--- src/sv/fms_pkg.sv ---
package fms_pkg;

    localparam int FFT_POINTS  = 64;
    localparam int LOG2_POINTS = 6;
    localparam int HALF_POINTS = FFT_POINTS / 2;
    localparam int SAMPLE_BITS = 16;
    localparam int DATA_BITS   = 24;
    localparam int TW_BITS     = 18;
    localparam int PROD_BITS   = 48;
    localparam int SQ_BITS     = 44;
    localparam int MAG_BITS    = 22;
    localparam int BIN_BITS    = 6;
    localparam int ADDR_BITS   = LOG2_POINTS;
    localparam int TW_IDX_BITS = LOG2_POINTS - 1;
    localparam int STAGE_BITS  = 3;
    localparam int LAST_STAGE  = LOG2_POINTS - 1;
    localparam int FRAC_BITS   = 16;

    localparam longint unsigned PI_Q40  = 64'h3243F6A8885;
    localparam longint unsigned ONE_Q30 = 64'd1 << 30;

    typedef logic [ADDR_BITS-1:0] addr_t;
    typedef logic signed [TW_BITS-1:0] tw_t;
    typedef tw_t tw_tab_t [HALF_POINTS];

    // One complex entry of the working store.
    typedef struct packed {
        logic signed [DATA_BITS-1:0] re;
        logic signed [DATA_BITS-1:0] im;
    } cplx_t;

    // Accumulator operations of the shared multiplier.
    typedef enum logic [2:0] {
        MAC_NONE,
        MAC_LOAD_RE,
        MAC_ADD_RE,
        MAC_LOAD_IM,
        MAC_SUB_IM
    } mac_op_t;

    typedef struct packed {
        mac_op_t op;
    } mac_ctrl_t;

    typedef enum logic [3:0] {
        S_LOAD,
        S_BF_RD,
        S_BF_MUL,
        S_BF_WP,
        S_BF_WQ,
        S_MG_RD,
        S_MG_MUL,
        S_MG_SQRT,
        S_MG_OUT
    } state_t;

    // Cosine or sine of 2 pi a / N in Q30 by a truncated Taylor series.
    // Term k divides by (2k-1)(2k) for the cosine and by (2k)(2k+1) for the sine.
    function automatic longint unsigned trig_q30(input int unsigned a, input bit want_sin);
        longint unsigned x;
        longint unsigned x2;
        longint unsigned tc;
        longint unsigned ts;
        longint sc;
        longint ss;
        x  = (((64'd2 * a * PI_Q40) >> LOG2_POINTS) + 64'd512) >> 10;
        x2 = (x * x) >> 30;
        tc = ONE_Q30;
        ts = x;
        sc = longint'(tc);
        ss = longint'(ts);
        tc = ((tc * x2) >> 30) / 64'd2;    sc = sc - longint'(tc);
        ts = ((ts * x2) >> 30) / 64'd6;    ss = ss - longint'(ts);
        tc = ((tc * x2) >> 30) / 64'd12;   sc = sc + longint'(tc);
        ts = ((ts * x2) >> 30) / 64'd20;   ss = ss + longint'(ts);
        tc = ((tc * x2) >> 30) / 64'd30;   sc = sc - longint'(tc);
        ts = ((ts * x2) >> 30) / 64'd42;   ss = ss - longint'(ts);
        tc = ((tc * x2) >> 30) / 64'd56;   sc = sc + longint'(tc);
        ts = ((ts * x2) >> 30) / 64'd72;   ss = ss + longint'(ts);
        tc = ((tc * x2) >> 30) / 64'd90;   sc = sc - longint'(tc);
        ts = ((ts * x2) >> 30) / 64'd110;  ss = ss - longint'(ts);
        tc = ((tc * x2) >> 30) / 64'd132;  sc = sc + longint'(tc);
        ts = ((ts * x2) >> 30) / 64'd156;  ss = ss + longint'(ts);
        tc = ((tc * x2) >> 30) / 64'd182;  sc = sc - longint'(tc);
        ts = ((ts * x2) >> 30) / 64'd210;  ss = ss - longint'(ts);
        tc = ((tc * x2) >> 30) / 64'd240;  sc = sc + longint'(tc);
        ts = ((ts * x2) >> 30) / 64'd272;  ss = ss + longint'(ts);
        tc = ((tc * x2) >> 30) / 64'd306;  sc = sc - longint'(tc);
        ts = ((ts * x2) >> 30) / 64'd342;  ss = ss - longint'(ts);
        tc = ((tc * x2) >> 30) / 64'd380;  sc = sc + longint'(tc);
        ts = ((ts * x2) >> 30) / 64'd420;  ss = ss + longint'(ts);
        if (sc < 0) sc = 0;
        if (ss < 0) ss = 0;
        return want_sin ? longint'(ss) : longint'(sc);
    endfunction

    function automatic longint round_q16(input longint unsigned v);
        return longint'((v + 64'd8192) >> 14);
    endfunction

    function automatic tw_tab_t make_cos_tab();
        tw_tab_t t;
        for (int a = 0; a < HALF_POINTS; a++) begin
            if (4 * a <= FFT_POINTS)
                t[a] = TW_BITS'(round_q16(trig_q30(a, 1'b0)));
            else
                t[a] = TW_BITS'(-round_q16(trig_q30(HALF_POINTS - a, 1'b0)));
        end
        return t;
    endfunction

    function automatic tw_tab_t make_sin_tab();
        tw_tab_t t;
        for (int a = 0; a < HALF_POINTS; a++) begin
            if (4 * a <= FFT_POINTS)
                t[a] = TW_BITS'(round_q16(trig_q30(a, 1'b1)));
            else
                t[a] = TW_BITS'(round_q16(trig_q30(HALF_POINTS - a, 1'b1)));
        end
        return t;
    endfunction

    localparam tw_tab_t TW_COS = make_cos_tab();
    localparam tw_tab_t TW_SIN = make_sin_tab();

    function automatic addr_t bit_rev(input addr_t i);
        addr_t r;
        for (int b = 0; b < ADDR_BITS; b++)
            r[ADDR_BITS-1-b] = i[b];
        return r;
    endfunction

endpackage

--- src/sv/fms_mac.sv ---
module fms_mac (
    input  logic                                  clk,
    input  logic signed [fms_pkg::DATA_BITS-1:0]  op_a,
    input  logic signed [fms_pkg::DATA_BITS-1:0]  op_b,
    input  fms_pkg::mac_ctrl_t                    ctrl,
    output logic signed [fms_pkg::PROD_BITS-1:0]  acc_re,
    output logic signed [fms_pkg::PROD_BITS-1:0]  acc_im
);
    import fms_pkg::*;

    logic signed [PROD_BITS-1:0] prod_reg;
    logic signed [PROD_BITS-1:0] acc_re_reg;
    logic signed [PROD_BITS-1:0] acc_im_reg;

    // The product is registered before it reaches the accumulators.
    always_ff @(posedge clk)
    begin
        prod_reg <= op_a * op_b;
        case (ctrl.op)
            MAC_LOAD_RE: acc_re_reg <= prod_reg;
            MAC_ADD_RE:  acc_re_reg <= acc_re_reg + prod_reg;
            MAC_LOAD_IM: acc_im_reg <= prod_reg;
            MAC_SUB_IM:  acc_im_reg <= acc_im_reg - prod_reg;
            default:     ;
        endcase
    end

    assign acc_re = acc_re_reg;
    assign acc_im = acc_im_reg;

endmodule

--- config.mk ---
export PLATFORM = sky130hd
export DESIGN_NAME = fms_mac
export DESIGN_NICKNAME = d
export VERILOG_FILES = /design/src/sv/fms_pkg.sv /design/src/sv/fms_mac.sv
export SDC_FILE = /design/constraint.sdc
export NUM_CORES = 2
export LEC_CHECK = 0
export ABC_CLOCK_PERIOD_IN_PS = 21600
export BUFFER_PORTS_ARGS = -buffer_cell sky130_fd_sc_hd__buf_2
export CAP_MARGIN = 0
export CELL_PAD_IN_SITES_DETAIL_PLACEMENT = 1
export CELL_PAD_IN_SITES_GLOBAL_PLACEMENT = 2
export CORE_ASPECT_RATIO = 1.1
export CORE_UTILIZATION = 45
export CTS_BUF_LIST = sky130_fd_sc_hd__clkbuf_8
export DETAILED_ROUTE_END_ITERATION = 8
export GPL_TIMING_DRIVEN = 0
export PLACE_DENSITY = 0.95
export SKIP_LAST_GASP = 1
export SYNTH_ARGS = -nofsm -noshare
export SYNTH_HDL_FRONTEND = slang
export SYNTH_SLANG_ARGS = --single-unit
--- constraint.sdc ---
create_clock -name clk -period 21.6 [get_ports clk]
set_input_delay 3.24 -clock clk [delete_from_list [all_inputs] [get_ports clk]]
set_output_delay 3.24 -clock clk [all_outputs]
set_load 0.02 [all_outputs]
==> results.txt <==
GRT overflow: 0
Cell Area, Synth: 0.03114 sq mm
Status: completed
Critical Path Sink Type: flip-flop
Largest family of logic cells by synthesized area: adder cells
Worst slack, placed: 10.46 ns
Top-area cell type share of the netlist area: 39.16%
Die Wd: 252.8 um
Worst slew margin: 37.54%
Post-synth ARST share: 0%
DRC errors left: 0
Gates resized, CTS repair: 0
CTS tree: built
Top_reg_cell synth: edfxtp_1
Antenna violations before repair: 3
Global-route wire length before repair: 162400 um
Clock-pin slew on the worst setup and hold paths: 0.10 ns
Synthesized netlist net count: 4305
Final Hold Viols: 0
Reg-to-reg critical path startpoint: acc_re[0]
Hold Path End: acc_re[24]
HPWL after DPL: 90140 um
H-tree depth: 4
# nets final: 4474
Final Max Slew Viols: 0
Port Buffers: 147
DP Area: 0.03311 sq mm
Mux contribution to synthesized area: 0.1768%
Cells after synthesis: 3416
Ys Warns: 0
FF-to-FF setup slack: 17.72 ns
Compound-Gate Fraction of Synth Area: 10.36%
Top Layer Used: met5
Crit start category: primary input
Met1 WL: 42040 um
Worst hold slack: 0.6311 ns
Number of buffers created by CTS: 17
Seq/Total Area, Yosys: 12.34%
Post-Synth Adder-Cell Area: 48.32%
Die ar.: 0.07025 sq mm
DRT Pass-1 Iters: 5
Crit Reg-Reg Endpoint: acc_re[44]
FP Rows: 100
Synthesized area per cell: 9.115 sq um
Fin crit period: 10.62 ns
Vias in the first global route: 27647
Setup tns final: 0 ns
Layout cells sized above 1: 6.253%
Most frequent cells after synthesis: 690 x inv_1, 609 x fa_1, 440 x nand2_1
Clock Path Buffers: 2
Met3 routed WL: 7144 um
Clock skew: 0.03219 ns
Design Area, Final: 0.03353 sq mm
HP Start: prod_reg[24]
Setup ws final: 10.98 ns
Maximum Capacitance Violations: 0
I/O pins: 148
Post-Synth XOR/XNOR Area: 3.657%
CORE AREA: 0.06807 sq mm
Setup violations, final: 0
Cts hold-fix bufs: 0
Tcrit/Tclk final: 49.18%
Post-DR vias/cell: 5.510
Top cells by area, synth: fa_1 39%, edfxtp_1 9.3%, ha_1 9.2%, inv_1 8.3%, and2_1 5.7%
CTS sink count: 144
Detail Route Antenna Nets: 0
Post-CTS Repair Setup Buffers: 0
Largest net degree at the start of global routing: 29
Number of synthesized flops with an enable pin: 96
Most frequent CP cell: fa_1
Seq cells post-synth: 144
CP max stage cell: clkbuf_1
Crit Path Class: in -> reg
WP data required: 21.98 ns
Cell taking the most area after synthesis: fa_1
CP arrival: 11.00 ns
Area delta synth->final: 7.704%
Tot GR Track Use: 30.71%
Chip Height: 277.9 um
Starting Density: 45.74%
Unique masters post-synth: 77
Worst slew pin tran: 0.9368 ns
Mean routed wirelength per cell: 23.23 um
RePlAce Congestion: 0.9545
Post-synthesis simple-gate area fraction: 15.13%
Count leader, synth: inv_1
Unrepaired setup endpoints after global routing: no
Crit-path max cell delay: 0.68 ns
Clock root buffer: clkbuf_8
Hold path depth: 2
Register-to-Register Path Depth: 13
Initial drt markers: 1654
Crit Path Max Fanout: 10
Hold WC Path Type: reg -> reg
WL final: 105000 um
Clk Latency, worst-skew pair: 0.51 ns
Max Fclk: 94.14 MHz
Via count: 24895
Metal2 WL: 50370 um
==> cell usage in the layout, fill, tap and decap left out, types with 12 or more instances in the layout <==
cell type,count
inv_1,690
fa_1,609
nand2_1,440
and2_1,283
ha_1,228
buf_2,152
o21ai_0,138
a21oi_1,136
clkbuf_1,133
nor2_1,97
edfxtp_1,96
xnor2_1,85
a21o_1,64
dfxtp_1,48
xor2_1,45
nand3_1,34
nand2b_1,27
o21bai_1,24
nor3_1,22
o21a_1,18
nand4_1,17
nor2b_1,17
clkbuf_8,17
and3_1,14
a31oi_1,12
==> metal layers <==
layer	vias up	global-route usage, %
met3	266	4.467
met4	2	14.70
met1	12744	38.64
met2	958	51.69
met5	-	0
li1	10925	-
==> final cells by class <==
class,instances,area [sq um]
inverter,691,2594
sequential,144,3844
tap,918,1149
antenna,2,5.005
clock inverter,15,188.9
timing repair buffer,150,803.3
buffer,138,524.3
fill,8098,34530
multi-input combinational,2443,24190
clock buffer,17,234.0
==> kinds of logic (layout without fill, tap and decap cells) <==
| kind of cell | after synthesis | count (layout) |
|---|---|---|
| xor gates and xnor gates | 130 | 130 |
| DFF | 144 | 144 |
| muxes | 5 | 5 |
| adders and majority gates | 837 | 837 |
| and+or+nand+nor | 976 | 976 |
| other | 0 | 2 |
| buffers and inverters | 829 | 1011 |
| AOI/OAI and AO/OA | 495 | 495 |
==> how the worst max path moves through the flow <==
stage,start,endpoint,slack [ns],cells after the start
global placement,op_a[15],prod_reg[46],10.50,25
CTS,op_a[15],prod_reg[46],10.97,25
global route,op_a[23],prod_reg[47],10.67,23
finish,op_a[15],prod_reg[46],10.98,25
detailed placement,op_a[15],prod_reg[46],10.46,25
floorplan,op_a[23],prod_reg[47],11.88,22
==> stage by stage <==
step / cells / utilization, %
global placement: 4481 / 48.51
CTS: 4516 / 49.26
floorplan: 3416 / -
global route: 4517 / 49.26
detailed placement: 4484 / 48.64
finish: 4518 / 49.27
==> worst max-delay path: cells and delay by family <==
kind	cells	cell delay (ns)
buf+inv	6	1.20
compound gates	7	1.92
fa+ha+maj	8	4.02
xor+xnor	1	0.15
simple gates	3	0.46
Power is not shown: default switching activity piles up to over one toggle a cycle in this logic, so the estimate is an artifact.
