File: src/sv/fms_pkg.sv
package fms_pkg;

    localparam int FFT_POINTS  = 64;
    localparam int LOG2_POINTS = 6;
    localparam int HALF_POINTS = FFT_POINTS / 2;
    localparam int SAMPLE_BITS = 16;
    localparam int DATA_BITS   = 24;
    localparam int TW_BITS     = 18;
    localparam int PROD_BITS   = 48;
    localparam int SQ_BITS     = 44;
    localparam int MAG_BITS    = 22;
    localparam int BIN_BITS    = 6;
    localparam int ADDR_BITS   = LOG2_POINTS;
    localparam int TW_IDX_BITS = LOG2_POINTS - 1;
    localparam int STAGE_BITS  = 3;
    localparam int LAST_STAGE  = LOG2_POINTS - 1;
    localparam int FRAC_BITS   = 16;

    localparam longint unsigned PI_Q40  = 64'h3243F6A8885;
    localparam longint unsigned ONE_Q30 = 64'd1 << 30;

    typedef logic [ADDR_BITS-1:0] addr_t;
    typedef logic signed [TW_BITS-1:0] tw_t;
    typedef tw_t tw_tab_t [HALF_POINTS];

    // One complex entry of the working store.
    typedef struct packed {
        logic signed [DATA_BITS-1:0] re;
        logic signed [DATA_BITS-1:0] im;
    } cplx_t;

    // Accumulator operations of the shared multiplier.
    typedef enum logic [2:0] {
        MAC_NONE,
        MAC_LOAD_RE,
        MAC_ADD_RE,
        MAC_LOAD_IM,
        MAC_SUB_IM
    } mac_op_t;

    typedef struct packed {
        mac_op_t op;
    } mac_ctrl_t;

    typedef enum logic [3:0] {
        S_LOAD,
        S_BF_RD,
        S_BF_MUL,
        S_BF_WP,
        S_BF_WQ,
        S_MG_RD,
        S_MG_MUL,
        S_MG_SQRT,
        S_MG_OUT
    } state_t;

    // Cosine or sine of 2 pi a / N in Q30 by a truncated Taylor series.
    // Term k divides by (2k-1)(2k) for the cosine and by (2k)(2k+1) for the sine.
    function automatic longint unsigned trig_q30(input int unsigned a, input bit want_sin);
        longint unsigned x;
        longint unsigned x2;
        longint unsigned tc;
        longint unsigned ts;
        longint sc;
        longint ss;
        x  = (((64'd2 * a * PI_Q40) >> LOG2_POINTS) + 64'd512) >> 10;
        x2 = (x * x) >> 30;
        tc = ONE_Q30;
        ts = x;
        sc = longint'(tc);
        ss = longint'(ts);
        tc = ((tc * x2) >> 30) / 64'd2;    sc = sc - longint'(tc);
        ts = ((ts * x2) >> 30) / 64'd6;    ss = ss - longint'(ts);
        tc = ((tc * x2) >> 30) / 64'd12;   sc = sc + longint'(tc);
        ts = ((ts * x2) >> 30) / 64'd20;   ss = ss + longint'(ts);
        tc = ((tc * x2) >> 30) / 64'd30;   sc = sc - longint'(tc);
        ts = ((ts * x2) >> 30) / 64'd42;   ss = ss - longint'(ts);
        tc = ((tc * x2) >> 30) / 64'd56;   sc = sc + longint'(tc);
        ts = ((ts * x2) >> 30) / 64'd72;   ss = ss + longint'(ts);
        tc = ((tc * x2) >> 30) / 64'd90;   sc = sc - longint'(tc);
        ts = ((ts * x2) >> 30) / 64'd110;  ss = ss - longint'(ts);
        tc = ((tc * x2) >> 30) / 64'd132;  sc = sc + longint'(tc);
        ts = ((ts * x2) >> 30) / 64'd156;  ss = ss + longint'(ts);
        tc = ((tc * x2) >> 30) / 64'd182;  sc = sc - longint'(tc);
        ts = ((ts * x2) >> 30) / 64'd210;  ss = ss - longint'(ts);
        tc = ((tc * x2) >> 30) / 64'd240;  sc = sc + longint'(tc);
        ts = ((ts * x2) >> 30) / 64'd272;  ss = ss + longint'(ts);
        tc = ((tc * x2) >> 30) / 64'd306;  sc = sc - longint'(tc);
        ts = ((ts * x2) >> 30) / 64'd342;  ss = ss - longint'(ts);
        tc = ((tc * x2) >> 30) / 64'd380;  sc = sc + longint'(tc);
        ts = ((ts * x2) >> 30) / 64'd420;  ss = ss + longint'(ts);
        if (sc < 0) sc = 0;
        if (ss < 0) ss = 0;
        return want_sin ? longint'(ss) : longint'(sc);
    endfunction

    function automatic longint round_q16(input longint unsigned v);
        return longint'((v + 64'd8192) >> 14);
    endfunction

    function automatic tw_tab_t make_cos_tab();
        tw_tab_t t;
        for (int a = 0; a < HALF_POINTS; a++) begin
            if (4 * a <= FFT_POINTS)
                t[a] = TW_BITS'(round_q16(trig_q30(a, 1'b0)));
            else
                t[a] = TW_BITS'(-round_q16(trig_q30(HALF_POINTS - a, 1'b0)));
        end
        return t;
    endfunction

    function automatic tw_tab_t make_sin_tab();
        tw_tab_t t;
        for (int a = 0; a < HALF_POINTS; a++) begin
            if (4 * a <= FFT_POINTS)
                t[a] = TW_BITS'(round_q16(trig_q30(a, 1'b1)));
            else
                t[a] = TW_BITS'(round_q16(trig_q30(HALF_POINTS - a, 1'b1)));
        end
        return t;
    endfunction

    localparam tw_tab_t TW_COS = make_cos_tab();
    localparam tw_tab_t TW_SIN = make_sin_tab();

    function automatic addr_t bit_rev(input addr_t i);
        addr_t r;
        for (int b = 0; b < ADDR_BITS; b++)
            r[ADDR_BITS-1-b] = i[b];
        return r;
    endfunction

endpackage

File: src/sv/fms_sqrt.sv
module fms_sqrt (
    input  logic                           clk,
    input  logic                           rst_n,
    input  logic                           start,
    input  logic [fms_pkg::SQ_BITS-1:0]    value,
    output logic                           busy,
    output logic [fms_pkg::MAG_BITS-1:0]   root
);
    import fms_pkg::*;

    localparam int REM_BITS = MAG_BITS + 2;
    localparam int CNT_BITS = $clog2(MAG_BITS);

    logic                busy_reg;
    logic [CNT_BITS-1:0] cnt_reg;
    logic [SQ_BITS-1:0]  rad_reg;
    logic [REM_BITS-1:0] rem_reg;
    logic [MAG_BITS-1:0] root_reg;

    logic [REM_BITS+1:0] shifted;
    logic [REM_BITS+1:0] trial;
    logic                fits;

    // One result bit per cycle, restoring method.
    assign shifted = {rem_reg, rad_reg[SQ_BITS-1 -: 2]};
    assign trial   = {2'b00, root_reg, 2'b01};
    assign fits    = (shifted >= trial);

    always_ff @(posedge clk or negedge rst_n)
    begin
        if (!rst_n)
        begin
            busy_reg <= 1'b0;
            cnt_reg  <= '0;
        end
        else if (start)
        begin
            busy_reg <= 1'b1;
            cnt_reg  <= CNT_BITS'(MAG_BITS - 1);
        end
        else if (busy_reg)
        begin
            cnt_reg <= cnt_reg - 1'b1;
            if (cnt_reg == '0)
            begin
                busy_reg <= 1'b0;
            end
        end
    end

    always_ff @(posedge clk)
    begin
        if (start)
        begin
            rad_reg  <= value;
            rem_reg  <= '0;
            root_reg <= '0;
        end
        else if (busy_reg)
        begin
            rad_reg  <= {rad_reg[SQ_BITS-3:0], 2'b00};
            rem_reg  <= fits ? REM_BITS'(shifted - trial) : REM_BITS'(shifted);
            root_reg <= {root_reg[MAG_BITS-2:0], fits};
        end
    end

    assign busy = busy_reg;
    assign root = root_reg;

endmodule

File: config.mk
export PLATFORM = sky130hd
export DESIGN_NAME = fms_sqrt
export DESIGN_NICKNAME = d
export VERILOG_FILES = /design/src/sv/fms_pkg.sv /design/src/sv/fms_sqrt.sv
export SDC_FILE = /design/constraint.sdc
export NUM_CORES = 1
export LEC_CHECK = 0
export ABC_AREA = 1
export BUFFER_PORTS_ARGS = -buffer_cell sky130_fd_sc_hd__buf_2
export CAP_MARGIN = 10
export CORE_MARGIN = 3
export CORE_UTILIZATION = 59
export DETAILED_ROUTE_END_ITERATION = 10
export GPL_ROUTABILITY_DRIVEN = 0
export MAX_ROUTING_LAYER = met4
export PLACE_DENSITY = 0.81
export SLEW_MARGIN = 10
export SYNTH_ARGS = -nofsm -noshare
export SYNTH_HDL_FRONTEND = slang
export SYNTH_SLANG_ARGS = --single-unit
File: constraint.sdc
create_clock -name clk -period 2.83 [get_ports clk]
set_clock_uncertainty 0.15 [all_clocks]
set_input_delay 0.566 -clock clk [delete_from_list [all_inputs] [get_ports clk]]
set_output_delay 0.566 -clock clk [all_outputs]
set_load 0.01 [all_outputs]
==> impl_metrics.tcl <==
set metrics [dict create \
    status "finished, final reports clean" \
    synth_mux_area_share_pct 0 \
    busiest_layer "met2" \
    initial_utilization_pct 60.78 \
    cp_num_buf_inv 2 \
    hpwl_mm 9.480 \
    grt-ovfl-total 0 \
    ys_ff_latch 96 \
    crit_arrival_ns 2.69 \
    power.switching_mw 2.947 \
    rows 35 \
    setup_viol 0 \
    die_h_microns 103.8 \
    yosys.area_share.xor_xnor_pct 1.397 \
    yosysSeqAreaShare_pct 42.39 \
    port_buffers 69 \
    grt_antenna_before_repair 0 \
    crit_chain "inv_1 -> ha_1 -> nand2_1 -> inv_1 -> a21oi_1 -> nand2_1 -> a21oi_2 -> nand3_4 -> nor2_2 -> nand2_1 -> nand3_1" \
    cap_violations 0 \
    p_seq_share_pct 28.9 \
    cts-buffers-inserted 9 \
    cts_tree "done" \
    critPathCaptureType "flop" \
    grt_use_met3_pct 4.922 \
    die_w_microns 103.8 \
    hold_viol 0 \
    clk_pin_slew_ns 0.10 \
    synth_top_area_share_pct 24.41 \
    synth_fa_ha_area_share_pct 5.765 \
    cts_root_buffer "clkbuf_8" \
    grtUsageMet1_pct 32.15 \
    p_sw_share_pct 47.36 \
    fin_crit_ns 2.527 \
    wl_per_cell_microns 12.94 \
    yosysWarnings 0 \
    synthSimpleGateAreaFrac_pct 35.90 \
    critPathKind "flop to flop" \
    pwr-share-comb_pct 55.1 \
    tightest_slew_ns 0.4908 \
    power.density_nw_per_um2 981.6 \
    dp_slack_ns 0.3458 \
    use_met2_pct 42.57 \
    drc_errors 0 \
    core_area_sq_um 9284 \
    power_frac_clock_pct 16.0 \
    fmax_mhz 395.7 \
    ys_types 31 \
    syn_to_final_growth_pct 12.33 \
    antennaDiodeCount 0 \
    path_common_cell "nand2_1" \
    required_ns 2.99 \
    critPathTopFamily "simple AND/OR/NAND/NOR gates" \
    total_power_mw 6.222 \
    layout_setup_ws_ns 0.3029 \
    dr.first_iter.drc_count 358 \
    syn_avg_cell_area_sq_um 7.036 \
    path_max_fanout 25 \
    start_kind "flop" \
    syn_inst 802 \
    grt_max_degree 47 \
    rsz0062_at_grt "false" \
    num_vias 5261 \
    grt_pass1_vias 5066 \
    synth_top_area_cell "nand2_1" \
    detail-route-antenna-nets 0 \
    grt_pass1_wl_mm 22.55 \
    clock_latency_ns 0.38 \
    final_nets 942 \
    slew_headroom_pct 67.24 \
    track_usage_pct 25.73 \
    netlist_area_sq_um 5643 \
    wirelength_mm 12.98 \
    largest_reg_flops 44 \
    p_leak_nw 3.427 \
    clock-sinks 96 \
    cts_max_path_buffers 2 \
    postCtsSetupRepairBufs 0 \
    netlist_top_cells_area "nand2_1 24%, edfxtp_1 23%, dfxtp_1 16%, inv_1 7.1%, ha_1 5.8%" \
    post-route-period-util_pct 89.30 \
    syn_nets 875 \
    multi_input_area_sq_um 2731 \
    vias_per_cell 5.245 \
    synth_top_family_by_area "simple AND/OR/NAND/NOR gates" \
    synth_compound_area_share_pct 5.344 \
    hp-class "primary input to flop" \
    n_fill_cell 846 \
    p_int_mw 3.275 \
    fin_tns_setup_ns 0 \
    irDropWorstVdd_v 0.0005048 \
    first_pass_iters 5 \
    dieArea_sq_um 10770 \
    crit_slowest_cell "nor2_2" \
    drive_gt1_share_pct 12.59 \
    seq_area_sq_um 2392 \
    ios 70 \
    slew_viol_final 0 \
    hold_slack_ns 0.2976 \
    htree_levels 3 \
    critPathMaxStageDelay_ns 0.38 \
]
==> timing repair <==
item | CTS | global route
resized for setup | 0 | 0
hold buffers | 1 | 0
hold endpoints to repair | 6 | 0
==> worst register-to-register path, cell delays in order (launching register included) <==
cell	delay (ns)
dfxtp_1	0.35
inv_1	0.08
ha_1	0.35
nand2_1	0.13
inv_1	0.05
a21oi_1	0.21
nand2_1	0.13
a21oi_2	0.19
nand3_4	0.29
nor2_2	0.38
nand2_1	0.09
nand3_1	0.08
==> final timing paths <==
path                        startpoint  cells past startpoint     endpoint  slack (ns)
max                           root[14]                     11  rem_reg[13]        0.30
min                           value[0]                      3   rad_reg[0]        0.30
max reg2reg                   root[14]                     11  rem_reg[13]        0.30
min reg2reg                rem_reg[23]                      2  rem_reg[23]        0.31
max in group asynchronous        rst_n                      2   cnt_reg[0]        1.99
min in group asynchronous        rst_n                      2   cnt_reg[4]        0.40
==> per-stage QoR <==
stage | utilization [%] | cells | instance area, sq um
finish | 68.27 | 1003 | 6339
CTS | 68.27 | 1003 | 6339
floorplan | - | 802 | 5650
global route | 68.27 | 1003 | 6339
global placement | 65.78 | 986 | 6107
detailed placement | 65.78 | 986 | 6107
==> synthesized netlist by cell type (all sizes together) <==
master,count
ha,26
nor3b,1
nand4,10
nor2,35
clkinv,1
edfxtp,44
inv,108
clkbuf,16
o22ai,22
o21ai,6
nand3b,3
and2,2
o21bai,4
nand2,371
xor2,9
nand3,61
a21oi,20
nor3,3
dfrtp,6
and3,1
buf,7
dfxtp,46
==> area by class of cell <==
type                       instances  area share (%)
timing repair buffer              79           6.672
multi-input combinational        574           43.09
tap                              129           2.546
sequential                        96           37.74
clock buffer                       9           1.954
inverter                         109           6.455
clock inverter                     7           1.540
==> cell usage in the layout, fill, tap and decap left out, types with 19 or more instances in the layout <==
| cell type | instances |
|---|---|
| nor2_1 | 28 |
| nand3_1 | 60 |
| ha_1 | 26 |
| inv_1 | 106 |
| o22ai_1 | 22 |
| buf_2 | 69 |
| dfxtp_1 | 46 |
| nand2_1 | 367 |
| a21oi_1 | 19 |
| edfxtp_1 | 44 |
==> power by group through the flow <==
stage	clock [mW]	combinational [mW]	sequential (mW)
final	0.994	3.43	1.80
after global routing	1.07	3.92	1.82
after CTS	1.01	3.37	1.80
after detailed placement	0	3.34	1.82
after global placement	0	3.29	1.82
after floorplan	0	2.72	1.80
==> layer usage <==
| layer | part of all wire [%] | wire length, microns |
|---|---|---|
| met2 | 49 | 6330 |
| met1 | 44 | 5680 |
| met3 | 6.4 | 834 |
| met5 | 0 | 0 |
| met4 | 1.0 | 132 |
==> kinds of logic (layout without fill, tap and decap cells) <==
| logic type | Yosys count | in the layout |
|---|---|---|
| simple gates | 487 | 487 |
| compound gates | 52 | 52 |
| xor+xnor | 9 | 9 |
| flops | 96 | 96 |
| fa+ha+maj | 26 | 26 |
| buf+inv | 132 | 204 |
(Power assumes the default switching activity.)
